### src/design/mpir_pkg.sv
// shared types and constants of the median edge predictor image rebuild
package mpir_pkg;

    // field and register widths
    localparam int RES_W    = 15;
    localparam int PIX_W    = 8;
    localparam int REB_W    = 16;
    localparam int CFG_W    = 16;
    localparam int CIDX_W   = 2;
    localparam int IMG_W_W  = 13;
    localparam int IMG_H_W  = 16;
    localparam int SHIFT_W  = 3;

    // configuration register indexes
    localparam logic [CIDX_W-1:0] CFG_IMAGE_WIDTH    = 2'd0;
    localparam logic [CIDX_W-1:0] CFG_IMAGE_HEIGHT   = 2'd1;
    localparam logic [CIDX_W-1:0] CFG_RESIDUAL_SHIFT = 2'd2;

    // register reset values
    localparam logic [IMG_W_W-1:0] IMG_W_RST = 13'd640;
    localparam logic [IMG_H_W-1:0] IMG_H_RST = 16'd480;
    localparam logic [SHIFT_W-1:0] SHIFT_RST = 3'd1;
    localparam logic [SHIFT_W-1:0] SHIFT_MAX = 3'd4;

    // output clamp limits
    localparam logic [PIX_W-1:0] PIX_MIN = 8'd0;
    localparam logic [PIX_W-1:0] PIX_MAX = 8'd255;

    // where a pixel sits in the image
    typedef struct packed {
        logic first_pix;
        logic top_row;
        logic left_col;
        logic last_img;
    } t_pos_flags;

endpackage

### src/design/mpir_pos.sv
// column and row position tracking with wrap at the end of the image
module mpir_pos import mpir_pkg::*; #(
    parameter int MAX_WIDTH = 4096,
    parameter int AW        = $clog2(MAX_WIDTH)
) (
    input  logic               i_clk,
    input  logic               i_rst_n,
    input  logic               i_advance,
    input  logic [IMG_W_W-1:0] i_width,
    input  logic [IMG_H_W-1:0] i_height,
    output logic [AW-1:0]      o_col,
    output t_pos_flags         o_flags
);

    localparam int LW = (AW > IMG_W_W) ? AW : IMG_W_W;

    logic [AW-1:0]      r_col, n_col;
    logic [IMG_H_W-1:0] r_row, n_row;
    logic [LW-1:0]      w_eff, wlast_raw, wlast, cap;
    logic [IMG_H_W-1:0] hlast;
    logic               last_col, last_row;

    always_comb begin
        w_eff     = (i_width == '0) ? LW'(1) : LW'(i_width);
        wlast_raw = w_eff - LW'(1);
        cap       = LW'(MAX_WIDTH - 1);
        wlast     = (wlast_raw > cap) ? cap : wlast_raw;
        hlast     = (i_height == '0) ? '0 : i_height - IMG_H_W'(1);
        last_col  = LW'(r_col) >= wlast;
        last_row  = r_row >= hlast;
        o_col     = last_col ? wlast[AW-1:0] : r_col;

        o_flags.left_col  = (o_col == '0);
        o_flags.top_row   = (r_row == '0);
        o_flags.first_pix = (o_col == '0) && (r_row == '0);
        o_flags.last_img  = last_col && last_row;

        if (last_col) begin
            n_col = '0;
            n_row = last_row ? '0 : r_row + IMG_H_W'(1);
        end else begin
            n_col = r_col + AW'(1);
            n_row = r_row;
        end
    end

    always_ff @(posedge i_clk) begin
        if (!i_rst_n) begin
            r_col <= '0;
            r_row <= '0;
        end else if (i_advance) begin
            r_col <= n_col;
            r_row <= n_row;
        end
    end

endmodule

### config.mk
export PLATFORM = sky130hd
export DESIGN_NAME = mpir_pos
export DESIGN_NICKNAME = d
export VERILOG_FILES = /design/src/design/mpir_pkg.sv /design/src/design/mpir_pos.sv
export SDC_FILE = /design/constraint.sdc
export NUM_CORES = 1
export LEC_CHECK = 0
export BUFFER_PORTS_ARGS = -buffer_cell sky130_fd_sc_hd__clkbuf_2
export CAP_MARGIN = 20
export CORE_MARGIN = 1.5
export CORE_UTILIZATION = 44
export CTS_BUF_LIST = sky130_fd_sc_hd__clkbuf_8 sky130_fd_sc_hd__clkbuf_16
export CTS_CLUSTER_SIZE = 30
export DETAILED_ROUTE_END_ITERATION = 10
export HOLD_SLACK_MARGIN = 0.06
export PLACE_DENSITY = 0.7
export SLEW_MARGIN = 10
export SYNTH_ARGS = -nofsm -noshare
export SYNTH_HDL_FRONTEND = slang
export SYNTH_SLANG_ARGS = --single-unit
### constraint.sdc
create_clock -name i_clk -period 16.9 [get_ports i_clk]
set_clock_uncertainty 0.15 [all_clocks]
set_input_delay 3.38 -clock i_clk [delete_from_list [all_inputs] [get_ports i_clk]]
set_output_delay 3.38 -clock i_clk [all_outputs]
set_load 0.005 [all_outputs]
==> results.json <==
{
  "numCtsBuffers": 3,
  "grt_usage_pct": 20.33,
  "rrSetupSlack_ps": 13770,
  "cts_root_buf": "clkbuf_8",
  "path_clk_slew_ps": 90,
  "total_power_mw": 0.1549,
  "slew_violations": 0,
  "crit_chain": "clkbuf_2 -> nor4_2 -> nand3_1 -> nor2_1 -> nor2_1 -> ha_1 -> nor4b_1 -> a31oi_1 -> nor2_1 -> and2_1 -> ha_1 -> a21oi_1 -> a21boi_0 -> a211oi_1 -> nor2_1 -> buf_4 -> nor2_1 -> o21a_1 -> clkbuf_2",
  "cp_data_arrival_time_ps": 7730,
  "totalWireLength_um": 6997,
  "grt_max_degree": 26,
  "initial_core_util_pct": 45.50,
  "die_y_um": 84.03,
  "post_synth.cell_area_avg_sq_um": 7.314,
  "holdWs_ps": 349.6,
  "rows": 29,
  "syn_to_final_growth_pct": 12.52,
  "crit_top_cell": "nor2_1",
  "setup_ws_ps": 5640,
  "netlist_area_sq_mm": 0.002889,
  "fmax_ghz": 0.08881,
  "power.density_mw_per_mm2": 47.65,
  "finalSetupViolCount": 0,
  "final_nets": 502,
  "wl_per_cell_um": 13.67,
  "postCtsSetupBuffers": 0,
  "antenna_found_initial": 0,
  "ys.flop_type": "dfxtp_1",
  "maxCapViolCount": 0,
  "final_common_cell": "nor2_1",
  "stdcell_count": 512,
  "async_flop_share_pct": 0,
  "cts_buffer_depth": 2,
  "grt_setup_unrepaired": "no",
  "synth-seq-cells": 28,
  "postPlaceCellArea_sq_mm": 0.003179,
  "end_kind": "output pin",
  "synth-edff-count": 0,
  "dpl.cell_count": 508,
  "grt_remaining_overflow": 0,
  "status": "complete, no violations",
  "whs_path_depth": 2,
  "p_leak_nw": 1.339,
  "hold_end": "r_row[0]",
  "vias": 3025,
  "crit_path_top_delay_cell": "nor4_2",
  "final_area_sq_mm": 0.003251,
  "die-width_um": 84.03,
  "netlist_instances": 395,
  "slew_headroom_pct": 51.72,
  "antennaDiodeCount": 0,
  "cp_max_fo": 25,
  "hp-class": "reg2reg",
  "ios": 48,
  "drtIter0Drc": 102,
  "drc": 0,
  "drive_gt1_share_pct": 13.10,
  "vias_per_cell": 5.908,
  "fin_tns_setup_ps": 0,
  "irDropWorstVdd_v": 0.00004585,
  "min_from": "r_row[0]",
  "start_kind": "primary input",
  "timing.final.crit_share_pct": 66.63,
  "syn-num-nets": 461,
  "synth_cell_types": 49,
  "cts.sinks": 28,
  "ctsHtreeMaxLevel": 1,
  "r2r_cells": 7,
  "core_area_sq_mm": 0.006350,
  "cts_tree": "built",
  "rr_endpoint": "r_col[0]",
  "dp_slack_ps": 5726,
  "finalHoldViolations": 0,
  "first_pass_iters": 4,
  "grt_pass1_wl_um": 12270,
  "fin_util_pct": 51.19,
  "grt_pass1_vias": 2790,
  "r2r-start": "r_col[10]",
  "fin_crit_ps": 11260,
  "dp_hpwl_um": 5604,
  "ant_nets": 0,
  "cts_resized": 0,
  "synth-seq-area-share_pct": 19.40,
  "holdBufCountCts": 0,
  "final_cell_mix": "nor2_1, clkbuf_2, nand2_1",
  "critPathMaxStageDelay_ps": 620,
  "critical_path_class": "in2out",
  "dieArea_sq_mm": 0.007061,
  "port_buffers": 47,
  "synth_warnings": 0,
  "tightest_slew_ps": 718.6,
  "clock_latency_ps": 280,
  "cp.required_ps": 13370,
  "gp_congestion": 0.8636
}
==> how the worst max path moves through the flow <==
stage                       endpoint  depth (start not counted)       start  slack [ps]
after floorplan            o_col[10]                         18  i_width[4]        6290
after global placement    o_flags[3]                         19  i_width[6]        5900
after detailed placement  o_flags[3]                         19  i_width[6]        5730
after CTS                 o_flags[3]                         19  i_width[6]        5720
after global routing      o_flags[3]                         19  i_width[6]        5120
final                     o_flags[3]                         19  i_width[6]        5640
==> flip-flops by register name (all words and copies together), names as in the netlist <==
signal / flops
r_row: 16
r_col: 12
==> cell type report <==
cell class	instances	area, sq um
fillers	638	3099
inverters	12	45.04
clock buffers	3	41.29
clock inverters	1	30.03
well taps	77	96.34
multi-input cells	343	2235
repair buffers	48	242.7
flip-flops and latches	28	560.5
==> worst max-delay path, delay by kind of cell <==
kind,cells,cell delay [ps]
simple gates,9,1920
compound gates,5,1420
fa+ha+maj,2,530
buf+inv,3,460
==> cells by family after synthesis <==
| family | after synthesis | synth area share, % |
|---|---|---|
| xor+xnor | 29 | 8.792 |
| fa+ha+maj | 34 | 14.73 |
| buf+inv | 24 | 3.248 |
| flops | 28 | 19.40 |
| compound gates | 71 | 16.07 |
| mux | 4 | 1.386 |
| simple gates | 205 | 36.38 |
==> cell usage after synthesis, types with 6 or more instances <==
| master | count | share of area, % |
|---|---|---|
| nand2_1 | 44 | 5.7 |
| nor4_1 | 9 | 1.9 |
| dfxtp_1 | 28 | 19 |
| nand4_1 | 7 | 1.5 |
| clkbuf_1 | 9 | 1.2 |
| inv_1 | 12 | 1.6 |
| nor3_1 | 19 | 3.3 |
| or4_1 | 11 | 2.9 |
| nor2_1 | 50 | 6.5 |
| xor2_1 | 17 | 5.2 |
| ha_1 | 34 | 15 |
| a31oi_1 | 9 | 1.9 |
| xnor2_1 | 12 | 3.6 |
| a21oi_1 | 24 | 4.2 |
| nand2b_1 | 7 | 1.5 |
| or3_1 | 6 | 1.3 |
| o21ai_0 | 10 | 1.7 |
| nand3_1 | 24 | 4.2 |
==> power breakdown <==
part | internal, mW | switching, mW
clock network | 0.0318 | 0.0219
logic | 0.0143 | 0.0183
registers | 0.0669 | 0.00176
total | 0.113 | 0.0420
==> per-layer routing <==
layer / up-vias / global-route usage, % / wire (um) / share of wire, %
li1: 1535 / - / - / -
met1: 1404 / 25.77 / 3223 / 46
met2: 72 / 36.80 / 3410 / 49
met3: 14 / 2.572 / 255 / 3.6
met4: 0 / 3.875 / 109 / 1.6
met5: - / 0 / 0 / 0
Note: power is estimated with default switching activity, not from simulation.
