**config.mk**
```make
export PLATFORM = sky130hd
export DESIGN_NAME = mpir_predict
export DESIGN_NICKNAME = d
export VERILOG_FILES = /design/src/design/mpir_pkg.sv /design/src/design/mpir_predict.sv
export SDC_FILE = /design/constraint.sdc
export NUM_CORES = 1
export LEC_CHECK = 0
export ABC_CLOCK_PERIOD_IN_PS = 11500
export BUFFER_PORTS_ARGS = -buffer_cell sky130_fd_sc_hd__buf_4
export CAP_MARGIN = 40
export CELL_PAD_IN_SITES_DETAIL_PLACEMENT = 1
export CELL_PAD_IN_SITES_GLOBAL_PLACEMENT = 1
export CORE_UTILIZATION = 42
export DETAILED_ROUTE_END_ITERATION = 10
export PLACE_DENSITY = 0.89
export SYNTH_ARGS = -nofsm -noshare
export SYNTH_HDL_FRONTEND = slang
export SYNTH_SLANG_ARGS = --single-unit
```
**constraint.sdc**
```tcl
create_clock -name vclk -period 11.5
set_input_delay 1.15 -clock vclk [all_inputs]
set_output_delay 1.15 -clock vclk [all_outputs]
set_load 0.02 [all_outputs]
```
**src/design/mpir_pkg.sv**
```systemverilog
// shared types and constants of the median edge predictor image rebuild
package mpir_pkg;

    // field and register widths
    localparam int RES_W    = 15;
    localparam int PIX_W    = 8;
    localparam int REB_W    = 16;
    localparam int CFG_W    = 16;
    localparam int CIDX_W   = 2;
    localparam int IMG_W_W  = 13;
    localparam int IMG_H_W  = 16;
    localparam int SHIFT_W  = 3;

    // configuration register indexes
    localparam logic [CIDX_W-1:0] CFG_IMAGE_WIDTH    = 2'd0;
    localparam logic [CIDX_W-1:0] CFG_IMAGE_HEIGHT   = 2'd1;
    localparam logic [CIDX_W-1:0] CFG_RESIDUAL_SHIFT = 2'd2;

    // register reset values
    localparam logic [IMG_W_W-1:0] IMG_W_RST = 13'd640;
    localparam logic [IMG_H_W-1:0] IMG_H_RST = 16'd480;
    localparam logic [SHIFT_W-1:0] SHIFT_RST = 3'd1;
    localparam logic [SHIFT_W-1:0] SHIFT_MAX = 3'd4;

    // output clamp limits
    localparam logic [PIX_W-1:0] PIX_MIN = 8'd0;
    localparam logic [PIX_W-1:0] PIX_MAX = 8'd255;

    // where a pixel sits in the image
    typedef struct packed {
        logic first_pix;
        logic top_row;
        logic left_col;
        logic last_img;
    } t_pos_flags;

endpackage

```
**src/design/mpir_predict.sv**
```systemverilog
// median edge prediction, residual removal, saturation and pixel clamp
module mpir_predict import mpir_pkg::*; #(
    parameter int VB = 16
) (
    input  t_pos_flags               i_flags,
    input  logic signed [RES_W-1:0]  i_residual,
    input  logic [SHIFT_W-1:0]       i_shift,
    input  logic signed [VB-1:0]     i_left,
    input  logic signed [VB-1:0]     i_above,
    input  logic signed [VB-1:0]     i_upleft,
    output logic signed [VB-1:0]     o_value,
    output logic [REB_W-1:0]         o_rebuilt,
    output logic                     o_sat,
    output logic [PIX_W-1:0]         o_pixel
);

    // wide enough for a + b - c and the shifted residual
    localparam int EW = (((VB + 2) > 20) ? (VB + 2) : 20) + 1;
    localparam longint HI_L = (longint'(1) <<< (VB - 1)) - longint'(1);
    localparam logic signed [EW-1:0] V_HI = EW'(HI_L);
    localparam logic signed [EW-1:0] V_LO = -V_HI - EW'(1);

    logic signed [EW-1:0] res_x, scaled, a, b, c, lo, hi, med, v_raw, v_sat;

    always_comb begin
        res_x  = EW'(i_residual);
        scaled = res_x <<< i_shift;
        a      = EW'(i_left);
        b      = EW'(i_above);
        c      = EW'(i_upleft);
        lo     = (a < b) ? a : b;
        hi     = (a < b) ? b : a;
        if (c >= hi) begin
            med = lo;
        end else if (c <= lo) begin
            med = hi;
        end else begin
            med = a + b - c;
        end

        if (i_flags.first_pix) begin
            v_raw = res_x;
        end else if (i_flags.top_row) begin
            v_raw = a - scaled;
        end else if (i_flags.left_col) begin
            v_raw = b - scaled;
        end else begin
            v_raw = med - scaled;
        end

        // reaching either limit counts as saturated
        o_sat = (v_raw >= V_HI) || (v_raw <= V_LO);
        if (v_raw >= V_HI) begin
            v_sat = V_HI;
        end else if (v_raw <= V_LO) begin
            v_sat = V_LO;
        end else begin
            v_sat = v_raw;
        end

        o_value   = v_sat[VB-1:0];
        o_rebuilt = v_sat[REB_W-1:0];
        if (v_sat < 0) begin
            o_pixel = PIX_MIN;
        end else if (v_sat > EW'(PIX_MAX)) begin
            o_pixel = PIX_MAX;
        end else begin
            o_pixel = v_sat[PIX_W-1:0];
        end
    end

endmodule

```
==> reports/qor.csv, run 1 <==
stage,metric,value,unit
power_and_ir_drop,Internal,0.329,mW
power_and_ir_drop,Tot Pwr,0.804,mW
final_layout,diode count,0,
die,num ports,111,
sta,Rel. slew slack,0.544,
power_and_ir_drop,P_leak,3.18,nW
place,PortBufs,110,
final_layout,FF/Latch Area,0,um^2
setup_path,Critical Path Max Stage Delay,0.58,ns
global_routing,vias in the first global route,6383,
final_layout,"leading cell types in the layout, fill and taps excluded","131 x buf_4, 98 x a21oi_1, 85 x ha_1",
power_and_ir_drop,pwr dens,123,nW/um^2
sta,min Tclk post-route,11.01,ns
power_and_ir_drop,Gate power share,1.000,
setup_path,Slowest cell on crit path,a2111oi_0,
worst_hold_path,hold endpoint,o_pixel[2],
final_layout,Synth-to-Final Area Change,18.2,%
worst_hold_path,Worst Hold Path Cells,4,
synth,top-area cell type share of the netlist area,0.192,
final_layout,cell area after layout,6560,um^2
global_routing,GRT Residual Overflow,0,
flow_run,max_cap viols,0,
drt,antenna-violating nets left,0,
setup_path,type of origin of the critical path,primary input,
drt,via density per instance,6.12,
die,DIE AREA,13700,um^2
setup_path,Setup CP Type,primary input to primary output,
synth,Post-Syn Nets,945,
place,placed cell area,6550,um^2
drt,DRT iter0 DRCs,309,
sta,final-report hold violation count,0,
setup_path,crit path DAT,9.86,ns
outcome,status,finished clean,
die,Initial Utilization,0.436,
place,placed cells,1032,
sta,final setup TNS,0,ns
sta,setup ws final,0.486,ns
drt,detailed-route via count,6320,
synth,sequential element share of the synthesized area,0,
synth,Syn Inst Count,773,
synth,Yosys cell types,69,
sta,worst hold slack,2.78,ns
power_and_ir_drop,peak supply drop,0.0000493,V
worst_hold_path,worst min-delay path startpoint,i_residual[2],
sta,Final Setup Violations,0,
worst_hold_path,Worst Hold Class,primary input to primary output,
global_routing,total track usage,0.296,
drt,Routed Wire Length,20100,um
synth,post-synth design cell area,5550,um^2
die,Die W,117,um
global_routing,largest net degree at the start of global routing,37,
power_and_ir_drop,part of the power in registers,0,
final_layout,Util after Layout,0.515,
die,area of the core,12700,um^2
place,routability cong.,0.901,
final_layout,sequential cell count,0,
synth,Synth area leader,ha_1,
power_and_ir_drop,Sw Share,0.591,
drt,TritonRoute pass-1 iters,5,
drt,drt drc,0,
setup_path,Worst Setup End Kind,primary output,
sta,ratio of final minimum period to clock period,0.958,
sta,Max Freq,0.0908,GHz
final_layout,layout cell share with drive strength beyond 1,0.192,
final_layout,clkbuf count,0,
final_layout,most common library cell in the layout ignoring fill and taps,buf_4,
power_and_ir_drop,Clk pwr share,0,
synth,Yosys warnings,0,
die,# rows,41,
power_and_ir_drop,Switch Pwr,0.476,mW
global_routing,first-pass GRT wire length,32000,um
die,Die Ht,117,um
sta,Worst-Margin Slew,0.684,ns
place,post-DP HPWL,17000,um
drt,WL per Instance,19.5,um
setup_path,worst path required time,10.35,ns
final_layout,nets@finish,1034,
synth,syn avg cell area,7.18,um^2
final_layout,Finished Layout Cells,1032,
place,Setup WS pre-CTS,0.509,ns
setup_path,crit path max fanout,23,
sta,pins over their slew limit,0,
global_routing,initial antenna violation count,0,
setup_path,"most used cell, CP",buf_4,
synth,Synth area leaders,"ha_1 19%, a21oi_1 8.8%, mux2i_1 8.5%, fa_1 6.1%, inv_1 5.0%",
sta,RSZ-0062 raised after global routing,no,
-- worst max-delay path, delay by kind of cell --
kind | cells | cell delay, ns
AO/OA/AOI/OAI | 16 | 4.09
XOR/XNOR | 2 | 0.52
adder cells (fa/ha/maj) | 4 | 1.20
buffers and inverters | 8 | 1.68
AND/OR/NAND/NOR | 6 | 1.15
-- logic make-up (layout without fill, tap and decap cells) --
logic type | count (synthesis) | after routing | synth area share
XOR/XNOR | 24 | 24 | 0.0379
AND/OR/NAND/NOR | 199 | 199 | 0.172
adder cells (fa/ha/maj) | 102 | 102 | 0.253
buffers and inverters | 122 | 209 | 0.0975
AO/OA/AOI/OAI | 270 | 270 | 0.324
multiplexers | 56 | 56 | 0.115
-- power groups by stage --
stage                     Combinational, mW  Sequential (mW)  Clock (mW)
after global placement                0.756                0           0
after global routing                  0.874                0           0
final                                 0.804                0           0
after floorplan                       0.550                0           0
after detailed placement              0.790                0           0
after CTS                             0.794                0           0
-- routing by layer --
layer	up-vias	part of all wire	routed length [um]	GRT usage
met5	-	0	0	0
met4	0	0.032	653	0.0819
met1	3092	0.44	8840	0.396
met3	43	0.039	780	0.00566
li1	3007	-	-	-
met2	178	0.49	9850	0.524
-- cell type report --
cell class | count | area [um^2]
fillers | 1720 | 6170
multi-input cells | 651 | 5020
repair buffers | 134 | 1040
inverters | 75 | 282
well taps | 172 | 215
-- what timing repair did --
| item | CTS | global route |
|---|---|---|
| setup endpoints to repair | 0 | 28 |
| hold buffers | 0 | 0 |
| buffers inserted | 0 | 0 |
| resized for setup | 0 | 1 |
-- worst max path at each step --
stage                      startpoint             to  slack [ns]  depth (start not counted)
after global placement     i_above[2]  o_rebuilt[12]        0.92                         35
after detailed placement   i_above[2]    o_value[12]        0.51                         35
after floorplan           i_above[14]     o_value[4]        1.33                         35
after CTS                  i_above[2]    o_value[12]        0.48                         35
after global routing       i_above[6]    o_value[12]        0.11                         35
final                      i_above[2]    o_value[12]        0.49                         36
-- synth_stat cells, types with 8 or more instances --
cell type  count
nor2_1        57
ha_1          85
nand2_1       54
a31oi_1       12
nand3_1       18
a211oi_1      16
nand2b_1       8
buf_4         16
clkbuf_1      25
fa_1          17
mux2i_1       47
nor2b_1       15
a21oi_2       10
nand4_1        8
a21o_1        14
xnor2_1       17
inv_1         74
nor3_1        11
o21a_1        14
o21ai_0       39
o211ai_1      14
a21oi_1       98
Note: power is estimated with default switching activity, not from simulation.
==> run 2: changes to the inputs <==
--- a/config.mk
+++ b/config.mk
@@ -7,12 +7,9 @@
 export LEC_CHECK = 0
 export ABC_CLOCK_PERIOD_IN_PS = 11500
 export BUFFER_PORTS_ARGS = -buffer_cell sky130_fd_sc_hd__buf_4
-export CAP_MARGIN = 40
-export CELL_PAD_IN_SITES_DETAIL_PLACEMENT = 1
-export CELL_PAD_IN_SITES_GLOBAL_PLACEMENT = 1
-export CORE_UTILIZATION = 42
+export CORE_UTILIZATION = 59
 export DETAILED_ROUTE_END_ITERATION = 10
-export PLACE_DENSITY = 0.89
+export PLACE_DENSITY = 0.9
 export SYNTH_ARGS = -nofsm -noshare
 export SYNTH_HDL_FRONTEND = slang
 export SYNTH_SLANG_ARGS = --single-unit
==> reports/qor.csv, run 2 (synthesized netlist as in run 1, its figures left out) <==
stage,metric,value,unit
place,post-DP HPWL,13900,um
global_routing,first-pass GRT wire length,27600,um
sta,Final Setup Violations,0,
die,Die Ht,99.0,um
die,Die W,99.0,um
place,routability cong.,0.954,
drt,WL per Instance,17.8,um
drt,antenna-violating nets left,0,
power_and_ir_drop,Sw Share,0.595,
final_layout,Synth-to-Final Area Change,14.0,%
setup_path,crit path DAT,9.70,ns
setup_path,Worst Setup End Kind,primary output,
power_and_ir_drop,peak supply drop,0.0000982,V
setup_path,type of origin of the critical path,primary input,
sta,ratio of final minimum period to clock period,0.943,
final_layout,FF/Latch Area,0,um^2
sta,RSZ-0062 raised after global routing,no,
sta,Worst-Margin Slew,0.757,ns
drt,detailed-route via count,6282,
final_layout,footprint of the multi-input gates,5010,um^2
clock_network,Post-CTS Resized,0,
outcome,status,finished clean,
final_layout,layout cell share with drive strength beyond 1,0.174,
final_layout,Util after Layout,0.691,
power_and_ir_drop,Gate power share,1.000,
final_layout,cell area after layout,6320,um^2
drt,drt drc,0,
drt,TritonRoute pass-1 iters,6,
final_layout,# fillers,749,
sta,final setup TNS,0,ns
sta,min Tclk post-route,10.85,ns
die,Initial Utilization,0.606,
power_and_ir_drop,Tot Pwr,0.758,mW
power_and_ir_drop,P_leak,3.08,nW
die,# rows,35,
clock_network,hold buffer count at cts,0,
global_routing,GRT Residual Overflow,0,
setup_path,Setup CP Type,primary input to primary output,
drt,via density per instance,6.58,
final_layout,nets@finish,1017,
place,PortBufs,110,
sta,pins over their slew limit,0,
setup_path,crit path max fanout,50,
power_and_ir_drop,Clk pwr share,0,
drt,DRT iter0 DRCs,531,
global_routing,total track usage,0.340,
global_routing,largest net degree at the start of global routing,51,
setup_path,worst path required time,10.35,ns
final_layout,clkbuf count,0,
power_and_ir_drop,Internal,0.307,mW
die,area of the core,9150,um^2
final_layout,most common library cell in the layout ignoring fill and taps,buf_4,
final_layout,diode count,0,
die,num ports,111,
setup_path,Critical Path Max Stage Delay,0.68,ns
power_and_ir_drop,pwr dens,120,nW/um^2
flow_run,max_cap viols,0,
sta,Rel. slew slack,0.492,
drt,Routed Wire Length,16900,um
final_layout,"leading cell types in the layout, fill and taps excluded","116 x buf_4, 98 x a21oi_1, 85 x ha_1",
setup_path,Slowest cell on crit path,a2111oi_0,
power_and_ir_drop,Switch Pwr,0.451,mW
global_routing,initial antenna violation count,0,
place,placed cell area,6320,um^2
worst_hold_path,Worst Hold Class,primary input to primary output,
sta,Max Freq,0.0922,GHz
clock_network,# Post-CTS Setup Buffers,0,
sta,final-report hold violation count,0,
global_routing,vias in the first global route,5955,
power_and_ir_drop,part of the power in registers,0,
final_layout,sequential cell count,0,
die,DIE AREA,9790,um^2
run 2: worst max-delay path, delay by kind of cell:
kind                       cells  cell delay, ns
AOI/OAI and AO/OA             13            3.57
xor gates and xnor gates       2            0.35
adders and majority gates      3            1.07
buffers and inverters          5            0.92
and+or+nand+nor                9            2.61
run 2: metrics by stage:
step,cells,hold WS (ns),worst slack (ns)
global placement,954,2.76,1.02
floorplan,773,2.60,1.33
finish,954,2.77,0.653
CTS,954,2.77,0.869
global route,954,2.82,0.203
detailed placement,954,2.77,0.894
run 2: worst paths after layout:
path | startpoint | to | slack [ns] | cells past startpoint
min | i_residual[0] | o_pixel[0] | 2.77 | 4
max | i_above[6] | o_pixel[4] | 0.65 | 32
run 2: final cells by class:
type / count / area share
multi-input combinational: 651 / 0.793
timing repair buffer: 117 / 0.141
inverter: 75 / 0.0445
tap: 111 / 0.0220
run 2: metal layers:
metal / GRT usage / part of all wire / vias to the layer above
li1: - / - / 2973
met2: 0.586 / 0.47 / 358
met1: 0.437 / 0.40 / 2890
met5: 0 / 0 / -
met4: 0.132 / 0.038 / 0
met3: 0.0319 / 0.086 / 61
run 2: power by group through the flow:
| stage | Combinational, mW | Sequential, mW | Clock [mW] |
|---|---|---|---|
| 2_1_floorplan | 0.550 | 0 | 0 |
| 3_3_place_gp | 0.712 | 0 | 0 |
| 3_5_place_dp | 0.739 | 0 | 0 |
| 4_1_cts | 0.742 | 0 | 0 |
| 5_1_grt | 0.824 | 0 | 0 |
| 6_report | 0.758 | 0 | 0 |
